--- src/sv/tfs_pkg.sv ---
// Shared types, codes and reset values for the thermal fault supervisor.
`timescale 1ns / 1ps

package tfs_pkg;

  // Configuration port geometry
  localparam int unsigned CFG_IDX_W  = 3;
  localparam int unsigned CFG_DATA_W = 16;

  // Configuration register indexes
  localparam logic [CFG_IDX_W-1:0] CFG_SENSOR_MIN     = 3'd0;
  localparam logic [CFG_IDX_W-1:0] CFG_SENSOR_MAX     = 3'd1;
  localparam logic [CFG_IDX_W-1:0] CFG_COLD_LIMIT     = 3'd2;
  localparam logic [CFG_IDX_W-1:0] CFG_HOT_LIMIT      = 3'd3;
  localparam logic [CFG_IDX_W-1:0] CFG_HOT_RECOVERY   = 3'd4;
  localparam logic [CFG_IDX_W-1:0] CFG_CHECK_INTERVAL = 3'd5;
  localparam logic [CFG_IDX_W-1:0] CFG_HOT_CHECK_EN   = 3'd6;

  // Configuration reset values
  localparam logic signed [15:0] RST_SENSOR_MIN     = -16'sd640;
  localparam logic signed [15:0] RST_SENSOR_MAX     = 16'sd1360;
  localparam logic signed [15:0] RST_COLD_LIMIT     = 16'sd640;
  localparam logic signed [15:0] RST_HOT_LIMIT      = 16'sd1120;
  localparam logic signed [15:0] RST_HOT_RECOVERY   = 16'sd800;
  localparam logic [15:0]        RST_CHECK_INTERVAL = 16'd100;
  localparam logic               RST_HOT_CHECK_EN   = 1'b0;

  // Action codes
  localparam logic [2:0] ACT_PERIODIC  = 3'd0;
  localparam logic [2:0] ACT_PRESTART  = 3'd1;
  localparam logic [2:0] ACT_ESTOP     = 3'd2;
  localparam logic [2:0] ACT_RAMP_TMO  = 3'd3;
  localparam logic [2:0] ACT_ACK       = 3'd4;

  // Error codes
  localparam logic [2:0] ERR_NONE      = 3'd0;
  localparam logic [2:0] ERR_SENSOR    = 3'd1;
  localparam logic [2:0] ERR_INVALID   = 3'd2;
  localparam logic [2:0] ERR_COLD_OVER = 3'd3;
  localparam logic [2:0] ERR_HOT_OVER  = 3'd4;
  localparam logic [2:0] ERR_RAMP_TMO  = 3'd5;
  localparam logic [2:0] ERR_ESTOP     = 3'd6;

  // State commands
  localparam logic [1:0] CMD_NONE    = 2'd0;
  localparam logic [1:0] CMD_FAULT   = 2'd1;
  localparam logic [1:0] CMD_STOPPED = 2'd2;
  localparam logic [1:0] CMD_IDLE    = 2'd3;

  // Sensor flag codes
  localparam logic [1:0] SFLAG_NONE    = 2'd0;
  localparam logic [1:0] SFLAG_INVALID = 2'd1;
  localparam logic [1:0] SFLAG_VALID   = 2'd2;

  // Announcement codes
  localparam logic [1:0] ANN_NONE   = 2'd0;
  localparam logic [1:0] ANN_SENSOR = 2'd1;
  localparam logic [1:0] ANN_OVER   = 2'd2;
  localparam logic [1:0] ANN_ESTOP  = 2'd3;

  typedef struct packed {
    logic signed [15:0] sensor_min;
    logic signed [15:0] sensor_max;
    logic signed [15:0] cold_limit;
    logic signed [15:0] hot_limit;
    logic signed [15:0] hot_recovery;
    logic [15:0]        check_interval;
    logic               hot_check_enable;
  } cfg_t;

  typedef struct packed {
    logic [2:0]         action;
    logic [31:0]        now_ms;
    logic               cold_valid;
    logic signed [15:0] cold_temp;
    logic               hot_valid;
    logic signed [15:0] hot_temp;
    logic               operating;
    logic               drive_active;
  } item_t;

  typedef struct packed {
    logic       ok;
    logic [2:0] latched_error;
    logic [2:0] reported_error;
    logic [1:0] state_command;
    logic       outputs_off;
    logic [1:0] sensor_flag;
    logic [1:0] announce;
    logic       acknowledged;
    logic       hot_recorded;
  } result_t;

endpackage

--- src/sv/tfs_if.sv ---
// Command and result channel interfaces of the thermal fault supervisor.
`timescale 1ns / 1ps

interface tfs_cmd_if;
  logic               valid;
  logic               ready;
  logic [2:0]         action;
  logic [31:0]        now_ms;
  logic               cold_valid;
  logic signed [15:0] cold_temp;
  logic               hot_valid;
  logic signed [15:0] hot_temp;
  logic               operating;
  logic               drive_active;

  modport source (
    output valid, action, now_ms, cold_valid, cold_temp, hot_valid, hot_temp,
           operating, drive_active,
    input  ready
  );
  modport sink (
    input  valid, action, now_ms, cold_valid, cold_temp, hot_valid, hot_temp,
           operating, drive_active,
    output ready
  );
endinterface

interface tfs_res_if;
  logic       valid;
  logic       ready;
  logic       ok;
  logic [2:0] latched_error;
  logic [2:0] reported_error;
  logic [1:0] state_command;
  logic       outputs_off;
  logic [1:0] sensor_flag;
  logic [1:0] announce;
  logic       acknowledged;
  logic       hot_recorded;

  modport source (
    output valid, ok, latched_error, reported_error, state_command, outputs_off,
           sensor_flag, announce, acknowledged, hot_recorded,
    input  ready
  );
  modport sink (
    input  valid, ok, latched_error, reported_error, state_command, outputs_off,
           sensor_flag, announce, acknowledged, hot_recorded,
    output ready
  );
endinterface

--- src/sv/tfs_cfg_regs.sv ---
// Configuration register bank of the thermal fault supervisor.
`timescale 1ns / 1ps

module tfs_cfg_regs (
  input  logic                           clk,
  input  logic                           rst,
  input  logic                           wr_en,
  input  logic [tfs_pkg::CFG_IDX_W-1:0]  wr_index,
  input  logic [tfs_pkg::CFG_DATA_W-1:0] wr_data,
  output tfs_pkg::cfg_t                  cfg
);

  // Load reset values, then take writes by index
  always_ff @(posedge clk) begin
    if (rst) begin
      cfg.sensor_min       <= tfs_pkg::RST_SENSOR_MIN;
      cfg.sensor_max       <= tfs_pkg::RST_SENSOR_MAX;
      cfg.cold_limit       <= tfs_pkg::RST_COLD_LIMIT;
      cfg.hot_limit        <= tfs_pkg::RST_HOT_LIMIT;
      cfg.hot_recovery     <= tfs_pkg::RST_HOT_RECOVERY;
      cfg.check_interval   <= tfs_pkg::RST_CHECK_INTERVAL;
      cfg.hot_check_enable <= tfs_pkg::RST_HOT_CHECK_EN;
    end else if (wr_en) begin
      unique case (wr_index)
        tfs_pkg::CFG_SENSOR_MIN:     cfg.sensor_min       <= wr_data;
        tfs_pkg::CFG_SENSOR_MAX:     cfg.sensor_max       <= wr_data;
        tfs_pkg::CFG_COLD_LIMIT:     cfg.cold_limit       <= wr_data;
        tfs_pkg::CFG_HOT_LIMIT:      cfg.hot_limit        <= wr_data;
        tfs_pkg::CFG_HOT_RECOVERY:   cfg.hot_recovery     <= wr_data;
        tfs_pkg::CFG_CHECK_INTERVAL: cfg.check_interval   <= wr_data;
        tfs_pkg::CFG_HOT_CHECK_EN:   cfg.hot_check_enable <= wr_data[0];
        default: ;
      endcase
    end
  end

endmodule

--- src/sv/tfs_eval.sv ---
// Decision logic and supervisor state: one action evaluated per cycle while fire is high.
`timescale 1ns / 1ps

module tfs_eval (
  input  logic              clk,
  input  logic              rst,
  input  logic              fire,
  input  tfs_pkg::item_t    item,
  input  tfs_pkg::cfg_t     cfg,
  output tfs_pkg::result_t  res
);

  logic [2:0]         latch;
  logic               ack;
  logic [31:0]        last_check;
  logic signed [15:0] last_hot;

  logic [2:0]         latch_next;
  logic               ack_next;
  logic [31:0]        last_check_next;
  logic signed [15:0] last_hot_next;

  logic [31:0] elapsed;
  logic        interval_due;
  logic        cold_out_of_range;
  logic        cold_over;
  logic        hot_over;
  logic        fault_hit;
  logic [2:0]  fault_code;
  logic        rep_set;
  logic [2:0]  rep_code;

  // Map a fault code to its announcement
  function automatic logic [1:0] announce_of(input logic [2:0] code);
    logic [1:0] a;
    if (code == tfs_pkg::ERR_SENSOR || code == tfs_pkg::ERR_INVALID) begin
      a = tfs_pkg::ANN_SENSOR;
    end else if (code == tfs_pkg::ERR_COLD_OVER || code == tfs_pkg::ERR_HOT_OVER) begin
      a = tfs_pkg::ANN_OVER;
    end else begin
      a = tfs_pkg::ANN_NONE;
    end
    return a;
  endfunction

  // Shared comparisons
  assign elapsed           = item.now_ms - last_check;
  assign interval_due      = !(elapsed < {16'd0, cfg.check_interval});
  assign cold_out_of_range = (item.cold_temp < cfg.sensor_min) ||
                             (item.cold_temp > cfg.sensor_max);
  assign cold_over         = item.cold_temp > cfg.cold_limit;
  assign hot_over          = item.hot_temp > cfg.hot_limit;

  // Evaluate the action against the current state
  always_comb begin
    res             = '0;
    latch_next      = latch;
    ack_next        = ack;
    last_check_next = last_check;
    last_hot_next   = last_hot;
    fault_hit       = 1'b0;
    fault_code      = tfs_pkg::ERR_NONE;
    rep_set         = 1'b0;
    rep_code        = tfs_pkg::ERR_NONE;

    unique case (item.action)
      tfs_pkg::ACT_PERIODIC: begin
        if (!interval_due) begin
          res.ok = (latch == tfs_pkg::ERR_NONE);
        end else begin
          last_check_next = item.now_ms;
          priority if (!item.cold_valid && item.operating) begin
            fault_hit  = 1'b1;
            fault_code = tfs_pkg::ERR_SENSOR;
          end else begin
            res.sensor_flag = item.cold_valid ? tfs_pkg::SFLAG_VALID
                                              : tfs_pkg::SFLAG_INVALID;
            priority if (cold_out_of_range && item.drive_active) begin
              fault_hit  = 1'b1;
              fault_code = tfs_pkg::ERR_INVALID;
            end else if (cold_over && item.drive_active) begin
              fault_hit  = 1'b1;
              fault_code = tfs_pkg::ERR_COLD_OVER;
            end else if (cfg.hot_check_enable && item.hot_valid) begin
              // Record the hot reading before it is judged
              last_hot_next    = item.hot_temp;
              res.hot_recorded = 1'b1;
              if (hot_over) begin
                fault_hit  = 1'b1;
                fault_code = tfs_pkg::ERR_HOT_OVER;
              end else begin
                res.ok = 1'b1;
              end
            end else begin
              res.ok = 1'b1;
            end
          end
        end
      end
      tfs_pkg::ACT_PRESTART: begin
        rep_set = 1'b1;
        priority if (!item.cold_valid) begin
          rep_code = tfs_pkg::ERR_SENSOR;
        end else if (cold_out_of_range) begin
          rep_code = tfs_pkg::ERR_INVALID;
        end else begin
          latch_next = tfs_pkg::ERR_NONE;
          ack_next   = 1'b0;
          res.ok     = 1'b1;
        end
      end
      tfs_pkg::ACT_ESTOP: begin
        latch_next        = tfs_pkg::ERR_ESTOP;
        ack_next          = 1'b0;
        rep_set           = 1'b1;
        rep_code          = tfs_pkg::ERR_ESTOP;
        res.state_command = tfs_pkg::CMD_STOPPED;
        res.outputs_off   = 1'b1;
        res.announce      = tfs_pkg::ANN_ESTOP;
        res.ok            = 1'b1;
      end
      tfs_pkg::ACT_RAMP_TMO: begin
        fault_hit  = 1'b1;
        fault_code = tfs_pkg::ERR_RAMP_TMO;
        res.ok     = 1'b1;
      end
      tfs_pkg::ACT_ACK: begin
        priority if (latch == tfs_pkg::ERR_NONE) begin
          res.ok = 1'b1;
        end else if (cfg.hot_check_enable && latch == tfs_pkg::ERR_HOT_OVER &&
                     last_hot > cfg.hot_recovery) begin
          // Refuse while the hot side is still above recovery
          res.ok = 1'b0;
        end else begin
          ack_next          = 1'b1;
          latch_next        = tfs_pkg::ERR_NONE;
          rep_set           = 1'b1;
          rep_code          = tfs_pkg::ERR_NONE;
          res.state_command = tfs_pkg::CMD_IDLE;
          res.ok            = 1'b1;
        end
      end
      default: ;
    endcase

    // Apply a latched fault
    if (fault_hit) begin
      latch_next        = fault_code;
      ack_next          = 1'b0;
      rep_set           = 1'b1;
      rep_code          = fault_code;
      res.state_command = tfs_pkg::CMD_FAULT;
      res.outputs_off   = 1'b1;
      res.announce      = announce_of(fault_code);
    end

    res.reported_error = rep_set ? rep_code : latch_next;
    res.latched_error  = latch_next;
    res.acknowledged   = ack_next;
  end

  // Control state
  always_ff @(posedge clk) begin
    if (rst) begin
      latch      <= tfs_pkg::ERR_NONE;
      ack        <= 1'b0;
      last_check <= '0;
      last_hot   <= '0;
    end else if (fire) begin
      latch      <= latch_next;
      ack        <= ack_next;
      last_check <= last_check_next;
      last_hot   <= last_hot_next;
    end
  end

  // An acknowledged fault always leaves the latch clear
  a_ack_clear: assert property (@(posedge clk) disable iff (rst)
    ack |-> latch == tfs_pkg::ERR_NONE)
    else $error("acknowledge flag set with an error latched");

  // An emergency stop always latches its code
  a_estop_latch: assert property (@(posedge clk) disable iff (rst)
    fire && item.action == tfs_pkg::ACT_ESTOP |=> latch == tfs_pkg::ERR_ESTOP)
    else $error("emergency stop did not latch");

  // Hold state while no beat is evaluated
  a_hold_state: assert property (@(posedge clk) disable iff (rst)
    !fire |=> $stable(latch) && $stable(ack) && $stable(last_check))
    else $error("supervisor state moved without a beat");

  // Forcing outputs off always comes with a state change
  a_off_cmd: assert property (@(posedge clk) disable iff (rst)
    fire && res.outputs_off |->
      res.state_command == tfs_pkg::CMD_FAULT ||
      res.state_command == tfs_pkg::CMD_STOPPED)
    else $error("outputs forced off without a fault or stop command");

endmodule

--- src/sv/thermal_fault_supervisor_top.sv ---
// Top level of the thermal fault supervisor: input stage, evaluation, result stage.
//
//   Channel   Dir  Handshake       Payload
//   cmd       in   valid/ready     action, now_ms, sensor readings, flags
//   res       out  valid/ready     ok, error codes, commands, flags
//   wr_*      in   wr_en only      wr_index, wr_data (16 bits)
//
// One beat is taken per cycle while the result channel is not stalled. A command
// beat is captured in the input register, one pass of compare logic loads the
// result register from it, and the result beat is then offered on the res channel.
// The supervisor state updates as a beat leaves the input register, so the next
// beat always sees it. Reset is synchronous, clears both valid flags and the state,
// and loads the configuration reset values. A stalled result holds its register;
// the input register keeps accepting as long as its contents can move on in the
// same cycle.
`timescale 1ns / 1ps

module thermal_fault_supervisor_top (
  input  logic                           clk,
  input  logic                           rst,
  tfs_cmd_if.sink                        cmd,
  tfs_res_if.source                      res,
  input  logic                           wr_en,
  input  logic [tfs_pkg::CFG_IDX_W-1:0]  wr_index,
  input  logic [tfs_pkg::CFG_DATA_W-1:0] wr_data
);

  tfs_pkg::cfg_t    cfg;
  tfs_pkg::item_t   item_in;
  tfs_pkg::item_t   item;
  logic             item_valid;
  logic             advance;
  tfs_pkg::result_t result_next;
  tfs_pkg::result_t result;
  logic             result_valid;

  tfs_cfg_regs u_cfg (
    .clk      (clk),
    .rst      (rst),
    .wr_en    (wr_en),
    .wr_index (wr_index),
    .wr_data  (wr_data),
    .cfg      (cfg)
  );

  // Pack the incoming beat
  always_comb begin
    item_in.action       = cmd.action;
    item_in.now_ms       = cmd.now_ms;
    item_in.cold_valid   = cmd.cold_valid;
    item_in.cold_temp    = cmd.cold_temp;
    item_in.hot_valid    = cmd.hot_valid;
    item_in.hot_temp     = cmd.hot_temp;
    item_in.operating    = cmd.operating;
    item_in.drive_active = cmd.drive_active;
  end

  // Advance when the result register is free or being drained
  assign advance   = item_valid && (!result_valid || res.ready);
  assign cmd.ready = !item_valid || advance;

  // Input register
  always_ff @(posedge clk) begin
    if (rst) begin
      item_valid <= 1'b0;
    end else if (cmd.ready) begin
      item_valid <= cmd.valid;
    end
  end

  always_ff @(posedge clk) begin
    if (cmd.ready && cmd.valid) begin
      item <= item_in;
    end
  end

  tfs_eval u_eval (
    .clk  (clk),
    .rst  (rst),
    .fire (advance),
    .item (item),
    .cfg  (cfg),
    .res  (result_next)
  );

  // Result register
  always_ff @(posedge clk) begin
    if (rst) begin
      result_valid <= 1'b0;
    end else if (advance) begin
      result_valid <= 1'b1;
    end else if (res.ready) begin
      result_valid <= 1'b0;
    end
  end

  always_ff @(posedge clk) begin
    if (advance) begin
      result <= result_next;
    end
  end

  // Drive the result channel
  assign res.valid          = result_valid;
  assign res.ok             = result.ok;
  assign res.latched_error  = result.latched_error;
  assign res.reported_error = result.reported_error;
  assign res.state_command  = result.state_command;
  assign res.outputs_off    = result.outputs_off;
  assign res.sensor_flag    = result.sensor_flag;
  assign res.announce       = result.announce;
  assign res.acknowledged   = result.acknowledged;
  assign res.hot_recorded   = result.hot_recorded;

endmodule
--- src/flat_wrapper.sv ---
// flat-port wrapper written by rule: the top's interface ports become plain ports
module thermal_fault_supervisor_top_flat 
  (clk, rst, wr_en, wr_index, wr_data, cmd_valid, cmd_action, cmd_now_ms, cmd_cold_valid, cmd_cold_temp, cmd_hot_valid, cmd_hot_temp, cmd_operating, cmd_drive_active, cmd_ready, res_valid, res_ok, res_latched_error, res_reported_error, res_state_command, res_outputs_off, res_sensor_flag, res_announce, res_acknowledged, res_hot_recorded, res_ready);
  tfs_cmd_if cmd_i ();
  tfs_res_if res_i ();
  input  logic clk;
  input  logic rst;
  input  logic wr_en;
  input  logic [tfs_pkg::CFG_IDX_W-1:0] wr_index;
  input  logic [tfs_pkg::CFG_DATA_W-1:0] wr_data;
  input wire logic [$bits(cmd_i.valid)-1:0] cmd_valid;
  input wire logic [$bits(cmd_i.action)-1:0] cmd_action;
  input wire logic [$bits(cmd_i.now_ms)-1:0] cmd_now_ms;
  input wire logic [$bits(cmd_i.cold_valid)-1:0] cmd_cold_valid;
  input wire logic [$bits(cmd_i.cold_temp)-1:0] cmd_cold_temp;
  input wire logic [$bits(cmd_i.hot_valid)-1:0] cmd_hot_valid;
  input wire logic [$bits(cmd_i.hot_temp)-1:0] cmd_hot_temp;
  input wire logic [$bits(cmd_i.operating)-1:0] cmd_operating;
  input wire logic [$bits(cmd_i.drive_active)-1:0] cmd_drive_active;
  output wire logic [$bits(cmd_i.ready)-1:0] cmd_ready;
  output wire logic [$bits(res_i.valid)-1:0] res_valid;
  output wire logic [$bits(res_i.ok)-1:0] res_ok;
  output wire logic [$bits(res_i.latched_error)-1:0] res_latched_error;
  output wire logic [$bits(res_i.reported_error)-1:0] res_reported_error;
  output wire logic [$bits(res_i.state_command)-1:0] res_state_command;
  output wire logic [$bits(res_i.outputs_off)-1:0] res_outputs_off;
  output wire logic [$bits(res_i.sensor_flag)-1:0] res_sensor_flag;
  output wire logic [$bits(res_i.announce)-1:0] res_announce;
  output wire logic [$bits(res_i.acknowledged)-1:0] res_acknowledged;
  output wire logic [$bits(res_i.hot_recorded)-1:0] res_hot_recorded;
  input wire logic [$bits(res_i.ready)-1:0] res_ready;
  assign cmd_i.valid = cmd_valid;
  assign cmd_i.action = cmd_action;
  assign cmd_i.now_ms = cmd_now_ms;
  assign cmd_i.cold_valid = cmd_cold_valid;
  assign cmd_i.cold_temp = cmd_cold_temp;
  assign cmd_i.hot_valid = cmd_hot_valid;
  assign cmd_i.hot_temp = cmd_hot_temp;
  assign cmd_i.operating = cmd_operating;
  assign cmd_i.drive_active = cmd_drive_active;
  assign cmd_ready = cmd_i.ready;
  assign res_valid = res_i.valid;
  assign res_ok = res_i.ok;
  assign res_latched_error = res_i.latched_error;
  assign res_reported_error = res_i.reported_error;
  assign res_state_command = res_i.state_command;
  assign res_outputs_off = res_i.outputs_off;
  assign res_sensor_flag = res_i.sensor_flag;
  assign res_announce = res_i.announce;
  assign res_acknowledged = res_i.acknowledged;
  assign res_hot_recorded = res_i.hot_recorded;
  assign res_i.ready = res_ready;
  thermal_fault_supervisor_top u_core (.clk(clk), .rst(rst), .cmd(cmd_i), .res(res_i), .wr_en(wr_en), .wr_index(wr_index), .wr_data(wr_data));
endmodule
--- config.mk ---
export PLATFORM = sky130hd
export DESIGN_NAME = thermal_fault_supervisor_top_flat
export DESIGN_NICKNAME = d
export VERILOG_FILES = /design/src/sv/tfs_pkg.sv /design/src/sv/tfs_if.sv /design/src/sv/tfs_cfg_regs.sv /design/src/sv/tfs_eval.sv /design/src/sv/thermal_fault_supervisor_top.sv /design/src/flat_wrapper.sv
export SDC_FILE = /design/constraint.sdc
export NUM_CORES = 1
export LEC_CHECK = 0
export ABC_AREA = 1
export BUFFER_PORTS_ARGS = -buffer_cell sky130_fd_sc_hd__clkbuf_2
export CAP_MARGIN = 20
export CORE_ASPECT_RATIO = 1.5
export CORE_MARGIN = 1
export CORE_UTILIZATION = 55
export CTS_CLUSTER_DIAMETER = 150
export DETAILED_ROUTE_END_ITERATION = 7
export PLACE_DENSITY = 0.74
export REMOVE_ABC_BUFFERS = 1
export SLEW_MARGIN = 20
export SYNTH_ARGS = -nofsm -noshare
export SYNTH_HDL_FRONTEND = slang
export SYNTH_HIERARCHICAL = 1
export SYNTH_SLANG_ARGS = --single-unit
--- constraint.sdc ---
create_clock -name clk -period 4.26 [get_ports clk]
set_clock_uncertainty 0.05 [all_clocks]
set_input_delay 0 -clock clk [delete_from_list [all_inputs] [get_ports clk]]
set_output_delay 0 -clock clk [all_outputs]
set_load 0.05 [all_outputs]
==> flow_summary.toml <==
[outcome]
status = "finished clean"

[finish]
syn2layout_area_growth_pct = 19.5
final_common_cell = "nand2_1"
antenna_cells = 0
mostFrequentLayoutCells = "519 x nand2_1, 316 x inv_1, 276 x nor2_1, 152 x nand3_1, 151 x dfxtp_1"
fillers = 2143
drive_above_1_share = 0.108
fin_nets = 2356

[synthesis]
postSynth.asyncResetShare = 0
ys_warn_count = 6
synth_edf_count = 87
ys.flop_type = "dfxtp_1"
ys_seq_area_frac = 0.403
synth.distinct_cells = 41
syn_avg_cell_area_um2 = 7.26
syn_area_um2 = 14000
synthCells = 1928
synth_seq_cells = 238

[global_routing]
top_usage_layer = "met2"
grt_pass1_wl_um = 61700
antenna_found_initial = 0
grt_use_met2 = 0.577
grt_overflow_total = 0
grtUsageTotal = 0.300
grt_max_degree = 68
grt_util_met1 = 0.311
first_global_vias = 12800
grt_use_met3 = 0.0293

[placed_design]
hpwl_um = 27800
place.port_buffers = 112
gp_congestion = 0.963

[routing]
drt_first_iter_violations = 705
num_vias = 12900
wl_per_cell_um = 15.6
ant_nets = 0
drt_first_pass_iters = 5
drt-total-wl_um = 38700
drt-vias-per-instance = 5.21
drc = 0

[job]
max_cap_viol_count = 0

[clock_network]
cts_buffers = 25
clk_pin_slew_ns = 0.07
clock_latency_ns = 0.55
cts_sinks = 238
cts_root_buffer = "clkbuf_16"
h-tree-depth = 1
ctsLongestPathBuffers = 3
cts_tree = "yes"

[timing]
period_minus_slack_ns = 3.88
hold_viol = 0
relSlewSlack = 0.363
setup_viol = 0
tightest_slew_ns = 0.955
worst_hold_slack_ns = 0.116
clock.fmax_mhz = 258
period_share = 0.911
rsz0062_at_grt = "no"
slew_violations = 0
tns_ns = 0

[floorplanning]
die-area_um2 = 26100
start_util = 0.559
die_w_um = 132
die_h_um = 197
core_um2 = 25100
rows = 71
pin_count = 113

[worst_setup_path]
worstPathRequired_ns = 4.68
end_kind = "register"
critPathMaxFanout = 11
critical_path_class = "reg2reg"
arrival_ns = 4.30
start_kind = "register"

[power_and_ir_drop]
p_leak_nw = 8.21
power.ir.vdd_worst_uv = 391
pwr_density_cell_nw_per_um2 = 346

[min_path]
hold_path.class = "in2reg"
critical path, cell delays in order (launching register included):
cell	delay, ns
edfxtp_1	0.35
inv_1	0.05
ha_1	0.23
fa_1	0.45
inv_1	0.11
nand2_1	0.06
nand3_1	0.14
nand2_1	0.07
nand2_1	0.19
xor2_1	0.19
ha_1	0.26
nand2_1	0.07
nor2_1	0.04
a211oi_1	0.21
nand2_1	0.08
nor2_1	0.15
nand2_1	0.07
nor2_1	0.11
nand2_1	0.07
nor2_2	0.12
nand2_4	0.11
nand3_4	0.19
buf_4	0.25
o21ai_1	0.09
a21oi_2	0.11
cells in the mapped netlist (9+ instances only):
cell,count,share of area
nand3b_1,10,0.0054
a21oi_1,76,0.027
nand4_1,17,0.0076
nand3_1,152,0.054
o21ai_1,30,0.011
nand2_1,519,0.14
buf_1,9,0.0024
nor2_1,279,0.075
ha_1,125,0.11
edfxtp_1,87,0.19
o21ai_0,16,0.0057
dfxtp_1,151,0.22
buf_4,15,0.0080
buf_2,11,0.0039
nor2_2,16,0.0072
xor2_1,14,0.0088
inv_1,317,0.085
a21oi_2,21,0.013
logic make-up (layout without fill, tap and decap cells):
family                   Yosys count  count (layout)  share of synthesized area
AO/OA/AOI/OAI                    163             163                     0.0675
XOR/XNOR                          15              15                    0.00939
adder cells (fa/ha/maj)          126             126                      0.113
buffers and inverters            368             594                      0.105
flip-flops                       238             238                      0.403
AND/OR/NAND/NOR                 1018            1018                      0.302
layer usage:
layer	routed length (µm)	up-vias
met1	14800	5904
met4	2230	0
met2	19900	406
li1	-	6503
met3	1750	125
met5	0	-
final cells by class:
cell class | count | area (µm²) | area share
Clock buffer | 30 | 674 | 0.0403
Multi-Input combinational cell | 1322 | 6910 | 0.413
Clock inverter | 16 | 188 | 0.0112
Sequential cell | 238 | 5640 | 0.337
Tap cell | 328 | 410 | 0.0245
Inverter | 322 | 1210 | 0.0723
Timing Repair Buffer | 226 | 1700 | 0.102
power breakdown:
| group | total, W | internal (W) | switching, W |
|---|---|---|---|
| registers | 0.00251 | 0.00246 | 0.0000542 |
| logic | 0.000977 | 0.000362 | 0.000615 |
| clock network | 0.00230 | 0.00137 | 0.000930 |
| total | 0.00579 | 0.00419 | 0.00160 |
flip-flops by register name, indices dropped and copies added (netlist names):
| register | flops |
|---|---|
| u_core/u_eval/ack | 1 |
| u_core/res.state_command | 2 |
| u_core/res.acknowledged | 1 |
| u_core/u_eval/last_hot | 16 |
| u_core/u_eval/latch | 3 |
| u_core/res.ok | 1 |
| u_core/u_cfg/cfg | 97 |
| u_core/item | 71 |
| u_core/u_eval/last_check | 32 |
| u_core/res.sensor_flag | 2 |
| u_core/res.reported_error | 3 |
| u_core/res.latched_error | 3 |
| u_core/res.hot_recorded | 1 |
| u_core/res.announce | 2 |
| u_core/res.valid | 1 |
| u_core/res.outputs_off | 1 |
| u_core/item_valid | 1 |
path summary, 6_finish.rpt:
check                          startpoint                      endpoint  slack (ns)  cells after the start
min                        cmd_now_ms[26]               u_core/item[62]        0.12                      2
min reg2reg  u_core/u_eval/last_check[16]  u_core/u_eval/last_check[16]        0.41                      2
max                       u_core/item[36]   u_core/u_eval/last_check[2]        0.38                     24
max reg2reg               u_core/item[36]   u_core/u_eval/last_check[2]        0.38                     24
repair_timing:
action / in CTS / in global routing
endpoints found under the hold margin: 173 / 0
gates resized for setup: 0 / 5
buffers inserted: 0 / 5
endpoints found under the setup margin: 0 / 27
hold buffers: 97 / 0
metrics by stage:
stage	setup slack, ns	cells	total power (W)	cell area (µm²)	utilization
2_1_floorplan	0.799	1882	0.00316	13700	-
3_3_place_gp	0.316	2333	0.00342	14800	0.591
3_5_place_dp	0.314	2333	0.00345	14800	0.591
4_1_cts	0.268	2476	0.00582	16700	0.665
5_1_grt	0.00962	2482	0.00604	16700	0.668
6_report	0.378	2482	0.00579	16700	0.668
Note: power is estimated with default switching activity, not from simulation.
